==> config.mk <==
export PLATFORM = sky130hd
export DESIGN_NAME = claim_queue_mutex_unit
export DESIGN_NICKNAME = d
export VERILOG_FILES = /design/src/hdl/cqm_pkg.sv /design/src/hdl/cqm_cell.sv /design/src/hdl/cqm_chain.sv /design/src/hdl/claim_queue_mutex_unit.sv
export SDC_FILE = /design/constraint.sdc
export NUM_CORES = 1
export LEC_CHECK = 0
export BUFFER_PORTS_ARGS = -buffer_cell sky130_fd_sc_hd__buf_4
export CORE_ASPECT_RATIO = 0.75
export CORE_MARGIN = 5
export CORE_UTILIZATION = 45
export CTS_CLUSTER_DIAMETER = 100
export CTS_CLUSTER_SIZE = 25
export DETAILED_ROUTE_END_ITERATION = 8
export GPL_TIMING_DRIVEN = 0
export PLACE_DENSITY = 0.71
export SLEW_MARGIN = 25
export SYNTH_ARGS = -nofsm -noshare
export SYNTH_HDL_FRONTEND = slang
export SYNTH_HIERARCHICAL = 1
export SYNTH_SLANG_ARGS = --single-unit
==> constraint.sdc <==
create_clock -name clk -period 4.9 [get_ports clk]
set_clock_uncertainty 0.15 [all_clocks]
set_input_delay 0.735 -clock clk [delete_from_list [all_inputs] [get_ports clk]]
set_output_delay 0.735 -clock clk [all_outputs]
set_load 0.03 [all_outputs]
==> src/hdl/cqm_pkg.sv <==
// shared types, codes and constants of the claim queue mutex
`timescale 1ns / 1ps

package cqm_pkg;

    localparam int ID_W             = 4;
    localparam int NUM_CLAIMERS_DEF = 16;
    localparam int QUEUE_DEPTH_DEF  = 16;
    localparam int OPCODE_W         = 2;
    localparam int STATUS_W         = 2;
    localparam int PENDING_W        = 5;
    localparam int S_TDATA_W        = 16;
    localparam int S_TUSER_W        = 2;
    localparam int M_TDATA_W        = 24;

    // request opcodes
    localparam logic [OPCODE_W-1:0] OP_ADD      = 2'd0;
    localparam logic [OPCODE_W-1:0] OP_REMOVE   = 2'd1;
    localparam logic [OPCODE_W-1:0] OP_REPLACE  = 2'd2;
    localparam logic [OPCODE_W-1:0] OP_EVALUATE = 2'd3;

    // result status codes
    localparam logic [STATUS_W-1:0] ST_OK        = 2'd0;
    localparam logic [STATUS_W-1:0] ST_REJECT    = 2'd1;
    localparam logic [STATUS_W-1:0] ST_NOT_FOUND = 2'd2;

    // per cell commands
    localparam logic [1:0] CELL_HOLD       = 2'd0;
    localparam logic [1:0] CELL_LOAD       = 2'd1;
    localparam logic [1:0] CELL_FROM_LEFT  = 2'd2;
    localparam logic [1:0] CELL_FROM_RIGHT = 2'd3;

    // queue actions
    localparam logic [2:0] CH_HOLD       = 3'd0;
    localparam logic [2:0] CH_APPEND     = 3'd1;
    localparam logic [2:0] CH_PUSH       = 3'd2;
    localparam logic [2:0] CH_DROP_MATCH = 3'd3;
    localparam logic [2:0] CH_DROP_FRONT = 3'd4;
    localparam logic [2:0] CH_REPLACE    = 3'd5;

    typedef struct packed {
        logic [2:0]      action;
        logic [ID_W-1:0] probe_id;
        logic [ID_W-1:0] new_id;
    } chain_ctrl_t;

    typedef struct packed {
        logic            found_probe;
        logic            found_new;
        logic [ID_W-1:0] front_id;
    } chain_stat_t;

endpackage

==> src/hdl/cqm_cell.sv <==
// one queue cell: holds a claimer id, compares it and shifts with its neighbors
`timescale 1ns / 1ps

module cqm_cell
(
    input  logic                    clk,
    input  logic [1:0]              cmd,
    input  logic                    occupied,
    input  logic [cqm_pkg::ID_W-1:0] left_id,
    input  logic [cqm_pkg::ID_W-1:0] right_id,
    input  logic [cqm_pkg::ID_W-1:0] load_id,
    input  logic [cqm_pkg::ID_W-1:0] probe_id,
    input  logic [cqm_pkg::ID_W-1:0] new_id,
    output logic [cqm_pkg::ID_W-1:0] id,
    output logic                    hit_probe,
    output logic                    hit_new
);

    logic [cqm_pkg::ID_W-1:0] id_reg;
    logic [cqm_pkg::ID_W-1:0] id_next;

    always_comb
    begin
        case (cmd)
            cqm_pkg::CELL_LOAD:       id_next = load_id;
            cqm_pkg::CELL_FROM_LEFT:  id_next = left_id;
            cqm_pkg::CELL_FROM_RIGHT: id_next = right_id;
            default:                  id_next = id_reg;
        endcase
    end

    always_ff @(posedge clk)
    begin
        id_reg <= id_next;
    end

    assign id        = id_reg;
    assign hit_probe = occupied && (id_reg == probe_id);
    assign hit_new   = occupied && (id_reg == new_id);

endmodule

==> src/hdl/cqm_chain.sv <==
// wait queue as a row of cells with the fill count
`timescale 1ns / 1ps

module cqm_chain
#(
    parameter int QUEUE_DEPTH = cqm_pkg::QUEUE_DEPTH_DEF
)
(
    input  logic                             clk,
    input  logic                             rst_n,
    input  cqm_pkg::chain_ctrl_t             ctrl,
    output cqm_pkg::chain_stat_t             stat,
    output logic [$clog2(QUEUE_DEPTH+1)-1:0] len,
    output logic [$clog2(QUEUE_DEPTH+1)-1:0] len_next
);

    localparam int IDX_W = $clog2(QUEUE_DEPTH);
    localparam int CNT_W = $clog2(QUEUE_DEPTH+1);

    logic [CNT_W-1:0]              len_reg;
    logic [cqm_pkg::ID_W-1:0]      cell_id [QUEUE_DEPTH];
    logic [QUEUE_DEPTH-1:0]        hit_probe;
    logic [QUEUE_DEPTH-1:0]        hit_new;
    logic [IDX_W-1:0]              match_pos;
    logic [cqm_pkg::ID_W-1:0]      load_id;

    // ids in the queue are unique, so or-ing the hit indexes gives the position
    always_comb
    begin
        match_pos = '0;
        for (int i = 0; i < QUEUE_DEPTH; i++)
        begin
            if (hit_probe[i])
                match_pos = match_pos | IDX_W'(i);
        end
    end

    assign load_id = (ctrl.action == cqm_pkg::CH_REPLACE) ? ctrl.new_id : ctrl.probe_id;

    genvar g;
    generate
        for (g = 0; g < QUEUE_DEPTH; g++)
        begin : g_cell
            logic [1:0]               cmd;
            logic [cqm_pkg::ID_W-1:0] left_id;
            logic [cqm_pkg::ID_W-1:0] right_id;

            assign left_id  = (g == 0) ? ctrl.probe_id : cell_id[(g == 0) ? 0 : g-1];
            assign right_id = cell_id[(g == QUEUE_DEPTH-1) ? g : g+1];

            always_comb
            begin
                cmd = cqm_pkg::CELL_HOLD;
                case (ctrl.action)
                    cqm_pkg::CH_APPEND:
                        if (CNT_W'(g) == len_reg)
                            cmd = cqm_pkg::CELL_LOAD;
                    cqm_pkg::CH_PUSH:
                        cmd = (g == 0) ? cqm_pkg::CELL_LOAD : cqm_pkg::CELL_FROM_LEFT;
                    cqm_pkg::CH_DROP_MATCH:
                        if (IDX_W'(g) >= match_pos)
                            cmd = cqm_pkg::CELL_FROM_RIGHT;
                    cqm_pkg::CH_DROP_FRONT:
                        cmd = cqm_pkg::CELL_FROM_RIGHT;
                    cqm_pkg::CH_REPLACE:
                        if (hit_probe[g])
                            cmd = cqm_pkg::CELL_LOAD;
                    default:
                        cmd = cqm_pkg::CELL_HOLD;
                endcase
            end

            cqm_cell u_cell
            (
                .clk       (clk),
                .cmd       (cmd),
                .occupied  (CNT_W'(g) < len_reg),
                .left_id   (left_id),
                .right_id  (right_id),
                .load_id   (load_id),
                .probe_id  (ctrl.probe_id),
                .new_id    (ctrl.new_id),
                .id        (cell_id[g]),
                .hit_probe (hit_probe[g]),
                .hit_new   (hit_new[g])
            );
        end
    endgenerate

    always_comb
    begin
        case (ctrl.action)
            cqm_pkg::CH_APPEND,
            cqm_pkg::CH_PUSH:       len_next = len_reg + CNT_W'(1);
            cqm_pkg::CH_DROP_MATCH,
            cqm_pkg::CH_DROP_FRONT: len_next = len_reg - CNT_W'(1);
            default:                len_next = len_reg;
        endcase
    end

    always_ff @(posedge clk or negedge rst_n)
    begin
        if (!rst_n)
            len_reg <= '0;
        else
            len_reg <= len_next;
    end

    assign len              = len_reg;
    assign stat.found_probe = |hit_probe;
    assign stat.found_new   = |hit_new;
    assign stat.front_id    = cell_id[0];

endmodule

==> src/hdl/claim_queue_mutex_unit.sv <==
// claim queue mutex top level: lock holder, request decode and result register
`timescale 1ns / 1ps

// Lock with one holder and an ordered wait queue of claimer ids.
// Requests enter on the s_ stream: s_tuser carries the opcode (add, remove,
// replace, evaluate), s_tdata the claimer id, the replacement id and the
// urgent flag. Every request gives exactly one result on the m_ stream with
// grant, evaluate request, status, holder and pending count.
// A request is decoded and applied in the cycle it is accepted; its result
// sits in the output register from the next cycle, and one request is taken
// per cycle while results are taken. The queue is a row of cells that
// compare their ids in parallel and shift to their neighbors.
// s_tready is high while the output register is empty or being read; when
// the receiver stalls, the result is held and no further request is taken.
// Reset frees the lock, empties the queue and drops any waiting result;
// queue entries are not cleared, only the fill count.

module claim_queue_mutex_unit
#(
    parameter int NUM_CLAIMERS = cqm_pkg::NUM_CLAIMERS_DEF,
    parameter int QUEUE_DEPTH  = cqm_pkg::QUEUE_DEPTH_DEF
)
(
    input  logic                          clk,
    input  logic                          rst_n,
    input  logic                          s_tvalid,
    output logic                          s_tready,
    // claimer_id[3:0], new_claimer_id[7:4], urgent[8], zero fill
    input  logic [cqm_pkg::S_TDATA_W-1:0] s_tdata,
    // opcode[1:0]
    input  logic [cqm_pkg::S_TUSER_W-1:0] s_tuser,
    output logic                          m_tvalid,
    input  logic                          m_tready,
    // grant_valid[0], grant_id[4:1], evaluate_request[5], status[7:6],
    // holder_valid[8], holder_id[12:9], pending_count[17:13], zero fill
    output logic [cqm_pkg::M_TDATA_W-1:0] m_tdata
);

    localparam int CNT_W = $clog2(QUEUE_DEPTH+1);

    logic                           accept;
    logic [cqm_pkg::ID_W-1:0]       claimer_id;
    logic [cqm_pkg::ID_W-1:0]       new_claimer_id;
    logic                           urgent;
    logic [cqm_pkg::OPCODE_W-1:0]   opcode;

    logic                           held_reg;
    logic                           held_next;
    logic [cqm_pkg::ID_W-1:0]       holder_reg;
    logic [cqm_pkg::ID_W-1:0]       holder_next;
    logic                           out_valid_reg;
    logic [cqm_pkg::M_TDATA_W-1:0]  out_data_reg;
    logic [cqm_pkg::M_TDATA_W-1:0]  out_data_next;

    cqm_pkg::chain_ctrl_t           ctrl;
    cqm_pkg::chain_stat_t           stat;
    logic [CNT_W-1:0]               len;
    logic [CNT_W-1:0]               len_next;
    logic [CNT_W+cqm_pkg::PENDING_W-1:0] pending_wide;

    logic [2:0]                     action;
    logic [cqm_pkg::STATUS_W-1:0]   status;
    logic                           eval_req;
    logic                           grant;
    logic [cqm_pkg::ID_W-1:0]       grant_id;
    logic                           id_oor;
    logic                           new_id_oor;
    logic                           is_holder;
    logic                           full;

    assign claimer_id     = s_tdata[3:0];
    assign new_claimer_id = s_tdata[7:4];
    assign urgent         = s_tdata[8];
    assign opcode         = s_tuser[1:0];

    assign s_tready = !out_valid_reg || m_tready;
    assign accept   = s_tvalid && s_tready;

    assign id_oor     = 32'(claimer_id) >= NUM_CLAIMERS;
    assign new_id_oor = 32'(new_claimer_id) >= NUM_CLAIMERS;
    assign is_holder  = held_reg && (holder_reg == claimer_id);
    assign full       = len == CNT_W'(QUEUE_DEPTH);

    always_comb
    begin
        action      = cqm_pkg::CH_HOLD;
        status      = cqm_pkg::ST_OK;
        eval_req    = 1'b0;
        grant       = 1'b0;
        grant_id    = '0;
        held_next   = held_reg;
        holder_next = holder_reg;
        case (opcode)
            cqm_pkg::OP_ADD:
            begin
                if (id_oor || full || stat.found_probe)
                    status = cqm_pkg::ST_REJECT;
                else
                begin
                    action   = urgent ? cqm_pkg::CH_PUSH : cqm_pkg::CH_APPEND;
                    eval_req = !held_reg;
                end
            end
            cqm_pkg::OP_REMOVE:
            begin
                if (id_oor)
                    status = cqm_pkg::ST_NOT_FOUND;
                else if (is_holder)
                begin
                    held_next   = 1'b0;
                    holder_next = '0;
                    eval_req    = 1'b1;
                end
                else if (stat.found_probe)
                    action = cqm_pkg::CH_DROP_MATCH;
                else
                    status = cqm_pkg::ST_NOT_FOUND;
            end
            cqm_pkg::OP_REPLACE:
            begin
                if (id_oor || new_id_oor)
                    status = cqm_pkg::ST_NOT_FOUND;
                else if (!is_holder && !stat.found_probe)
                    status = cqm_pkg::ST_NOT_FOUND;
                else if (stat.found_probe && (new_claimer_id != claimer_id) &&
                         stat.found_new)
                    status = cqm_pkg::ST_REJECT;
                else
                begin
                    if (is_holder)
                        holder_next = new_claimer_id;
                    if (stat.found_probe)
                        action = cqm_pkg::CH_REPLACE;
                end
            end
            cqm_pkg::OP_EVALUATE:
            begin
                if (!held_reg && (len != '0))
                begin
                    held_next   = 1'b1;
                    holder_next = stat.front_id;
                    action      = cqm_pkg::CH_DROP_FRONT;
                    grant       = 1'b1;
                    grant_id    = stat.front_id;
                end
            end
            default:
            begin
                action = cqm_pkg::CH_HOLD;
            end
        endcase
    end

    assign ctrl.action   = accept ? action : cqm_pkg::CH_HOLD;
    assign ctrl.probe_id = claimer_id;
    assign ctrl.new_id   = new_claimer_id;

    cqm_chain
    #(
        .QUEUE_DEPTH (QUEUE_DEPTH)
    )
    u_chain
    (
        .clk      (clk),
        .rst_n    (rst_n),
        .ctrl     (ctrl),
        .stat     (stat),
        .len      (len),
        .len_next (len_next)
    );

    // pending count reports the low bits of the fill count after the request
    assign pending_wide = {{cqm_pkg::PENDING_W{1'b0}}, len_next};

    assign out_data_next = {6'b0,
                            pending_wide[cqm_pkg::PENDING_W-1:0],
                            holder_next,
                            held_next,
                            status,
                            eval_req,
                            grant_id,
                            grant};

    always_ff @(posedge clk or negedge rst_n)
    begin
        if (!rst_n)
        begin
            held_reg      <= 1'b0;
            holder_reg    <= '0;
            out_valid_reg <= 1'b0;
        end
        else
        begin
            if (accept)
            begin
                held_reg   <= held_next;
                holder_reg <= holder_next;
            end
            if (accept)
                out_valid_reg <= 1'b1;
            else if (m_tready)
                out_valid_reg <= 1'b0;
        end
    end

    always_ff @(posedge clk)
    begin
        if (accept)
            out_data_reg <= out_data_next;
    end

    assign m_tvalid = out_valid_reg;
    assign m_tdata  = out_data_reg;

endmodule

==> metrics.md, run 1 <==
| Metric | Value |
|---|---|
| Final setup violation count | 0 |
| Detailed-route DRC error count | 0 |
| Power density over the cells | 635 nW/um2 |
| Number of optimization iterations in the first detailed-route pass | 5 |
| Gp weighted congestion | 0.966 |
| Sequential fraction of the synthesis area | 35.5% |
| Vertical die dimension | 123 um |
| VDD IR-drop max | 0.296 mV |
| Cell Area, Placed | 8260 um2 |
| Startpoint of the worst-slack reg-to-reg timing path | u_chain/len[2]$_DFF_PN0_ |
| Clock-pin slew reported for the worst setup and hold paths after clock tree synthesis | 0.07 ns |
| Total non-filler cell area in the finished layout | 9140 um2 |
| Number of inserted diodes | 0 |
| Count of buffers from port buffering | 32 |
| CP Capture Type | register |
| Final Cycle Share | 99.1% |
| Endpoint of the most critical register-to-register path | u_chain/g_cell[8].u_cell/id[2]$_DFFE_PP_ |
| Run status | finished clean |
| Async set or reset register ratio after synthesis | 11.8% |
| Area taken by flip-flops and latches | 2740 um2 |
| Routed via count divided by cell count | 6.00 |
| Path type of the worst setup path | input port to register |
| Synth area leader | sky130_fd_sc_hd__edfxtp_1 |
| Most common cell on crit path | sky130_fd_sc_hd__buf_4 |
| Std cell rows | 41 |
| Standard cell with the maximum stage delay on the critical path | sky130_fd_sc_hd__or3b_4 |
| Fin. max-slew vios | 0 |
| Per-cell routed wire length | 20.0 um |
| Ratio of cells with drive above 1 in the final layout | 25.3% |
| Wire length of the first global-routing pass | 34800 um |
| Number of maximum-capacitance constraint violations | 0 |
| Largest net degree at the start of global routing | 37 |
| Clock insertion delay at the later pin of the skew report | 0.35 ns |
| Total wire length after detailed routing | 23100 um |
| Signal arrival time at the worst endpoint | 4.79 ns |
| Antenna violations before repair | 1 |
| Remaining global-route overflow | 0 |
| Vias in the first global route | 6180 |
| # fillers | 1451 |
| PnR Total Power | 5.81 mW |
| Synthesized cell area | 7720 um2 |
| Met3 GRT Util | 4.00% |
| CTS tree | yes |
| Slew Limit Headroom | 49.2% |
| Core Box Area | 16800 um2 |
| EDFF count, synth | 82 |
| Highest cell delay on the worst timing path | 0.50 ns |
| Overall track demand over capacity in global routing | 22.1% |
| Worst-path maximum fanout | 36 |
| Effective utilization at floorplan | 45.9% |
| Tmin final | 4.86 ns |
| DIE AREA | 19900 um2 |
| Area of the multi-input gates | 4690 um2 |
| Final Hold Vio Count | 0 |
| Worst-case hold slack | 0.0611 ns |
| Width of the chip | 161 um |
| Reg2reg setup slack | 0.06 ns |
| Cell at the root of the clock tree | sky130_fd_sc_hd__clkbuf_16 |
| Number of cells after detailed placement | 1099 |
| Buffer depth of the longest clock path | 2 |
| Cts bufs inserted | 9 |
| Required time at the endpoint of the critical path | 4.84 ns |
| Initial DRC Count | 1125 |
| Post-detailed-placement half-perimeter wirelength | 15300 um |
| Number of nets in the layout | 958 |
| Top flip-flop cell by instance count after synthesis | sky130_fd_sc_hd__edfxtp_1 |
| Met2 track demand over resource in global routing | 32.9% |
| Final standard cell count with taps included and fillers excluded | 1151 |
| Area added between synthesis and finish | 18.5% |
| Total via count in the routed design | 6904 |
| Max reg flops | 64 |
| Final TNS setup | 0 ns |
| Number of H-tree levels | 3 |
| Worst slew pin tran | 0.762 ns |
| Synth Area per Inst | 9.11 um2 |
| Cell-by-cell listing of the critical path | buf_6 > inv_1 > a222oi_1 > nor3b_2 > or4_4 > nor2_2 > nand4_1 > buf_4 > buf_4 > buf_4 > nand2_2 > a2111oi_4 > or3b_4 > nor4b_4 > a22oi_1 > o211ai_1 > buf_4 > mux2i_1 > a21oi_1 |
| Critical Path Source Type | input port |
| Synth warn | 6 |
| Most Crowded Layer GR | met1 |
| Area contributors post-synth | sky130_fd_sc_hd__edfxtp_1 (32%), sky130_fd_sc_hd__mux2i_1 (8.8%), sky130_fd_sc_hd__xor2_1 (7.8%) |
| DRT antenna net count | 0 |
| Start point of the critical path | s_tdata[1] |
| Static leakage | 3.63 nW |
| Achievable clock frequency | 0.206 GHz |
| Count of mapped cells out of synthesis | 847 |
| Clock tree sinks | 93 |
| Number of storage elements in the synthesis netlist | 93 |
| Cell variety after synth | 68 |
| Depth of the worst register-to-register path | 20 |
| Worst Hold Class | input port to async pin |
| Top-level port count | 48 |
| RSZ-0062 raised after global routing | true |
| Share of the synthesized area in the top cell type | 31.9% |
| Global-route met1 utilization | 33.7% |
[stage by stage]
step                worst slack (ns)  utilization, %
detailed placement             -1.06            49.1
finish                        0.0443            54.3
global route                  -0.133            54.3
floorplan                     0.0278               -
CTS                          0.00458            52.4
global placement               -1.05            49.1
[critical path: cells and delay by family]
kind / cells / cell delay (ns)
mux: 1 / 0.18
buf+inv: 6 / 0.93
simple gates: 7 / 1.77
compound gates: 5 / 1.16
[cell type report]
cell class / instances / share of cell area, %
Inverter: 66 / 2.76
Clock inverter: 6 / 0.493
Multi-Input combinational cell: 639 / 51.3
Tap cell: 215 / 2.94
Sequential cell: 93 / 30.0
Timing Repair Buffer: 73 / 6.57
Buffer: 49 / 3.43
Clock buffer: 10 / 2.50
[logic make-up (layout without fill, tap and decap cells)]
group | count (synthesis) | after routing | synth area share [%]
AO/OA/AOI/OAI | 180 | 180 | 15.6
XOR/XNOR | 94 | 94 | 10.7
adder cells (fa/ha/maj) | 5 | 5 | 0.811
buffers and inverters | 120 | 204 | 6.73
flip-flops | 93 | 93 | 35.5
multiplexers | 72 | 72 | 9.40
other | 1 | 6 | 0.0486
AND/OR/NAND/NOR | 282 | 282 | 21.3
[layout by cell type (no fill, tap or decap), types with 5 or more instances in the layout]
cell / count
sky130_fd_sc_hd__clkbuf_16: 10
sky130_fd_sc_hd__edfxtp_1: 82
sky130_fd_sc_hd__nand2_2: 5
sky130_fd_sc_hd__or2b_2: 16
sky130_fd_sc_hd__clkbuf_2: 5
sky130_fd_sc_hd__buf_4: 85
sky130_fd_sc_hd__xnor2_1: 25
sky130_fd_sc_hd__o22ai_1: 8
sky130_fd_sc_hd__nor4_1: 20
sky130_fd_sc_hd__a21oi_1: 82
sky130_fd_sc_hd__buf_6: 7
sky130_fd_sc_hd__nor2_2: 5
sky130_fd_sc_hd__conb_1: 6
sky130_fd_sc_hd__buf_2: 9
sky130_fd_sc_hd__nand2_1: 44
sky130_fd_sc_hd__o21ai_1: 11
sky130_fd_sc_hd__nand2b_1: 24
sky130_fd_sc_hd__a22oi_1: 10
sky130_fd_sc_hd__ha_1: 5
sky130_fd_sc_hd__nand3_1: 7
sky130_fd_sc_hd__mux2i_1: 68
sky130_fd_sc_hd__inv_1: 64
sky130_fd_sc_hd__nor2_1: 83
sky130_fd_sc_hd__xor2_1: 69
sky130_fd_sc_hd__a222oi_1: 17
sky130_fd_sc_hd__nor3b_2: 16
sky130_fd_sc_hd__clkbuf_1: 13
sky130_fd_sc_hd__dfrtp_1: 7
sky130_fd_sc_hd__or2_2: 16
sky130_fd_sc_hd__o2111ai_1: 12
[metal layers]
metal  vias to the layer above  wire length [um]
met3                        39              2440
met4                         2               347
li1                       3183                 -
met1                      3296             10200
met2                       384             10000
met5                         -                13
[worst max path at each step]
stage                     slack [ns]                                         to  depth (start not counted)
after global placement         -1.05   u_chain/g_cell[1].u_cell/id[0]$_DFFE_PP_                         20
after global routing           -0.13   u_chain/g_cell[6].u_cell/id[2]$_DFFE_PP_                         20
after detailed placement       -1.06   u_chain/g_cell[1].u_cell/id[0]$_DFFE_PP_                         20
final                           0.04   u_chain/g_cell[8].u_cell/id[2]$_DFFE_PP_                         19
after CTS                      0.005  u_chain/g_cell[10].u_cell/id[2]$_DFFE_PP_                         19
after floorplan                 0.03   u_chain/g_cell[2].u_cell/id[0]$_DFFE_PP_                         20
[report_power, final]
part | switching (mW) | internal [mW] | leakage [nW]
Combinational | 1.82 | 1.42 | 2.61
Sequential | 0.513 | 1.39 | 0.894
Clock | 0.314 | 0.347 | 0.126
Total | 2.65 | 3.16 | 3.63
[synthesized netlist by cell type (9+ instances only)]
cell type,n
sky130_fd_sc_hd__o21ai_1,10
sky130_fd_sc_hd__clkbuf_1,25
sky130_fd_sc_hd__a22oi_1,10
sky130_fd_sc_hd__dfrtp_1,11
sky130_fd_sc_hd__a222oi_1,17
sky130_fd_sc_hd__nor2_1,89
sky130_fd_sc_hd__or2_2,16
sky130_fd_sc_hd__o2111ai_1,16
sky130_fd_sc_hd__edfxtp_1,82
sky130_fd_sc_hd__xnor2_1,25
sky130_fd_sc_hd__or2b_2,16
sky130_fd_sc_hd__xor2_1,69
sky130_fd_sc_hd__inv_1,66
sky130_fd_sc_hd__a21oi_1,85
sky130_fd_sc_hd__buf_2,19
sky130_fd_sc_hd__nor4_1,22
sky130_fd_sc_hd__nor3b_2,16
sky130_fd_sc_hd__o22ai_1,9
sky130_fd_sc_hd__nand2b_1,24
sky130_fd_sc_hd__mux2i_1,68
sky130_fd_sc_hd__nand2_1,50
[what timing repair did]
action,4_1_cts,5_1_grt
cloned,0,1
endpoints found under the setup margin,133,128
gates resized for setup,44,55
setup buffers,20,20
hold buffers,0,0
pin swaps,13,37
Note: power is estimated with default switching activity, not from simulation.
==> inputs of run 2 (changes only) <==
--- a/config.mk
+++ b/config.mk
@@ -8,12 +8,12 @@
 export BUFFER_PORTS_ARGS = -buffer_cell sky130_fd_sc_hd__buf_4
 export CORE_ASPECT_RATIO = 0.75
 export CORE_MARGIN = 5
-export CORE_UTILIZATION = 45
+export CORE_UTILIZATION = 35
 export CTS_CLUSTER_DIAMETER = 100
 export CTS_CLUSTER_SIZE = 25
 export DETAILED_ROUTE_END_ITERATION = 8
 export GPL_TIMING_DRIVEN = 0
-export PLACE_DENSITY = 0.71
+export PLACE_DENSITY = 0.6
 export SLEW_MARGIN = 25
 export SYNTH_ARGS = -nofsm -noshare
 export SYNTH_HDL_FRONTEND = slang
==> run 2 against run 1 <==
  * The run now ends with negative setup slack left
  * Register-to-register slack got worse by 0.12 ns
  * Sequential share of layout area fell by 0.78 points
  * Cell count rose by 6.2%
  * Wire length rose by 5.0%
  * Critical path type is now register to register
==> metrics.md, run 2 (synthesized netlist as in run 1, its figures left out) <==
| Metric | Value |
|---|---|
| Run status | complete, but fails checks |
| Violations in the final reports | negative setup slack |
| Count of buffers from port buffering | 32 |
| Number of maximum-capacitance constraint violations | 0 |
| Tmin final | 4.96 ns |
| Worst Hold Class | input port to async pin |
| Slew Limit Headroom | 50.5% |
| Detailed-route DRC error count | 0 |
| Clock tree sinks | 93 |
| Global-route met1 utilization | 29.2% |
| Final Hold Vio Count | 0 |
| Final Cycle Share | 101% |
| Clock insertion delay at the later pin of the skew report | 0.37 ns |
| Most common cell on crit path | sky130_fd_sc_hd__buf_4 |
| Total via count in the routed design | 6867 |
| DRT antenna net count | 0 |
| Remaining global-route overflow | 0 |
| Buffer and inverter count on the worst path | 3 |
| Static leakage | 3.65 nW |
| RSZ-0062 raised after global routing | true |
| Signal arrival time at the worst endpoint | 4.93 ns |
| Core Box Area | 21900 um2 |
| Routed via count divided by cell count | 5.62 |
| DIE AREA | 25200 um2 |
| Number of H-tree levels | 3 |
| Vertical die dimension | 139 um |
| Overall track demand over capacity in global routing | 18.5% |
| Largest net degree at the start of global routing | 37 |
| Required time at the endpoint of the critical path | 4.87 ns |
| Per-cell routed wire length | 19.8 um |
| Std cell rows | 47 |
| Total non-filler cell area in the finished layout | 9390 um2 |
| Width of the chip | 181 um |
| Achievable clock frequency | 0.201 GHz |
| Buffer depth of the longest clock path | 2 |
| Vias in the first global route | 6343 |
| CTS tree | yes |
| Hold-fix buffers at CTS | 0 |
| Most frequent cells in the layout | sky130_fd_sc_hd__nor2_1 (82), sky130_fd_sc_hd__edfxtp_1 (82), sky130_fd_sc_hd__a21oi_1 (81) |
| Highest cell delay on the worst timing path | 0.51 ns |
| Clock-pin slew reported for the worst setup and hold paths after clock tree synthesis | 0.07 ns |
| Reg2reg setup slack | -0.06 ns |
| Most Crowded Layer GR | met1 |
| Power density over the cells | 635 nW/um2 |
| Worst-path maximum fanout | 5 |
| Total wire length after detailed routing | 24200 um |
| Max reg flops | 64 |
| Met3 GRT Util | 4.67% |
| Number of optimization iterations in the first detailed-route pass | 6 |
| VDD IR-drop max | 0.210 mV |
| Cell Area, Placed | 8350 um2 |
| Number of nets in the layout | 950 |
| Number of inserted diodes | 0 |
| Area taken by flip-flops and latches | 2740 um2 |
| Path type of the worst setup path | register to register |
| Post-detailed-placement half-perimeter wirelength | 16000 um |
| Cell-by-cell listing of the critical path | or3_4 > a21o_4 > buf_4 > buf_4 > nand2_1 > nor4_1 > nor4_2 > nand4_1 > nand2_2 > a41oi_4 > nor2_2 > nand2_2 > a2111oi_4 > or3b_4 > nor4b_4 > a21oi_1 > o21ai_1 > buf_4 > mux2i_2 > a21oi_1 |
| Met2 track demand over resource in global routing | 24.9% |
| Worst setup timing slack at the placement stage | -1.30 ns |
| CP Capture Type | register |
| Initial DRC Count | 898 |
| Final setup slack of the worst path | -0.0638 ns |
| Top-level port count | 48 |
| Gp weighted congestion | 0.966 |
| Effective utilization at floorplan | 35.3% |
| Critical Path Source Type | register |
| Standard cell with the maximum stage delay on the critical path | sky130_fd_sc_hd__or3b_4 |
| Area added between synthesis and finish | 21.7% |
| Start point of the critical path | u_chain/len[1]$_DFF_PN0_ |
| Startpoint of the worst-slack reg-to-reg timing path | u_chain/len[1]$_DFF_PN0_ |
| Final setup violation count | 23 |
| Antenna violations before repair | 0 |
| Area of the multi-input gates | 4770 um2 |
| # fillers | 2112 |
| Cell family with the largest share of critical-path delay | simple AND/OR/NAND/NOR gates |
| Worst-case hold slack | 0.0458 ns |
| Worst slew pin tran | 0.736 ns |
| Fin. max-slew vios | 0 |
| Cts bufs inserted | 9 |
| Cell at the root of the clock tree | sky130_fd_sc_hd__clkbuf_16 |
| Wire length of the first global-routing pass | 37200 um |
| Ratio of cells with drive above 1 in the final layout | 26.5% |
run 2: changes by cell type in the layout (fill, tap and decap cells not counted), sizes merged:
| cell | before | now |
|---|---|---|
| inv | 68 | 67 |
| clkinv | 1 | 6 |
| buf | 104 | 98 |
| clkbuf | 28 | 24 |
| bufbuf | 0 | 1 |
| clkinvlp | 3 | 0 |
run 2: what timing repair did:
action | in CTS | in global routing
resized for setup | 59 | 84
pin swaps | 7 | 58
endpoints found under the hold margin | 0 | 0
gates cloned | 1 | 0
setup buffers | 19 | 17
setup endpoints to repair | 138 | 128
run 2: report_power, final:
group / internal [mW] / switching [mW] / leakage (nW)
combinational: 1.48 / 1.88 / 2.62
clock: 0.356 / 0.343 / 0.145
sequential: 1.39 / 0.524 / 0.893
run 2: final cells by class:
type                    instances  share of cell area [%]
clock inverters                 7                   0.773
clock buffers                   9                    2.40
repair buffers                 69                    6.33
well taps                     294                    3.92
multi-input cells             639                    50.8
inverters                      66                    2.69
flip-flops and latches         93                    29.2
plain buffers                  45                    3.86
run 2: through the flow:
stage | cells | power [mW] | util [%] | TNS, ns
after floorplan | 852 | 3.80 | - | 0
after global placement | 1178 | 4.57 | 38.2 | -138.05
after detailed placement | 1178 | 4.60 | 38.2 | -151.48
after CTS | 1213 | 5.59 | 41.3 | -0.0212
after global routing | 1222 | 6.31 | 42.9 | -9.70
final | 1222 | 5.97 | 42.9 | -0.541
run 2: per-layer routing:
metal	vias to the layer above	wire, um
met5	-	0
met4	0	427
met3	35	2550
met2	380	9790
met1	3280	11400
li1	3172	-
run 2: worst paths after layout:
kind | depth (start not counted) | to
setup / recovery | 20 | u_chain/g_cell[4].u_cell/id[0]$_DFFE_PP_
hold / removal | 1 | holder_reg[3]$_DFFE_PN0P_
setup reg to reg | 20 | u_chain/g_cell[4].u_cell/id[0]$_DFFE_PP_
hold reg to reg | 2 | m_tvalid$_DFFE_PN0P_
max in group asynchronous | 1 | u_chain/len[0]$_DFF_PN0_
min in group clk | 2 | m_tvalid$_DFFE_PN0P_
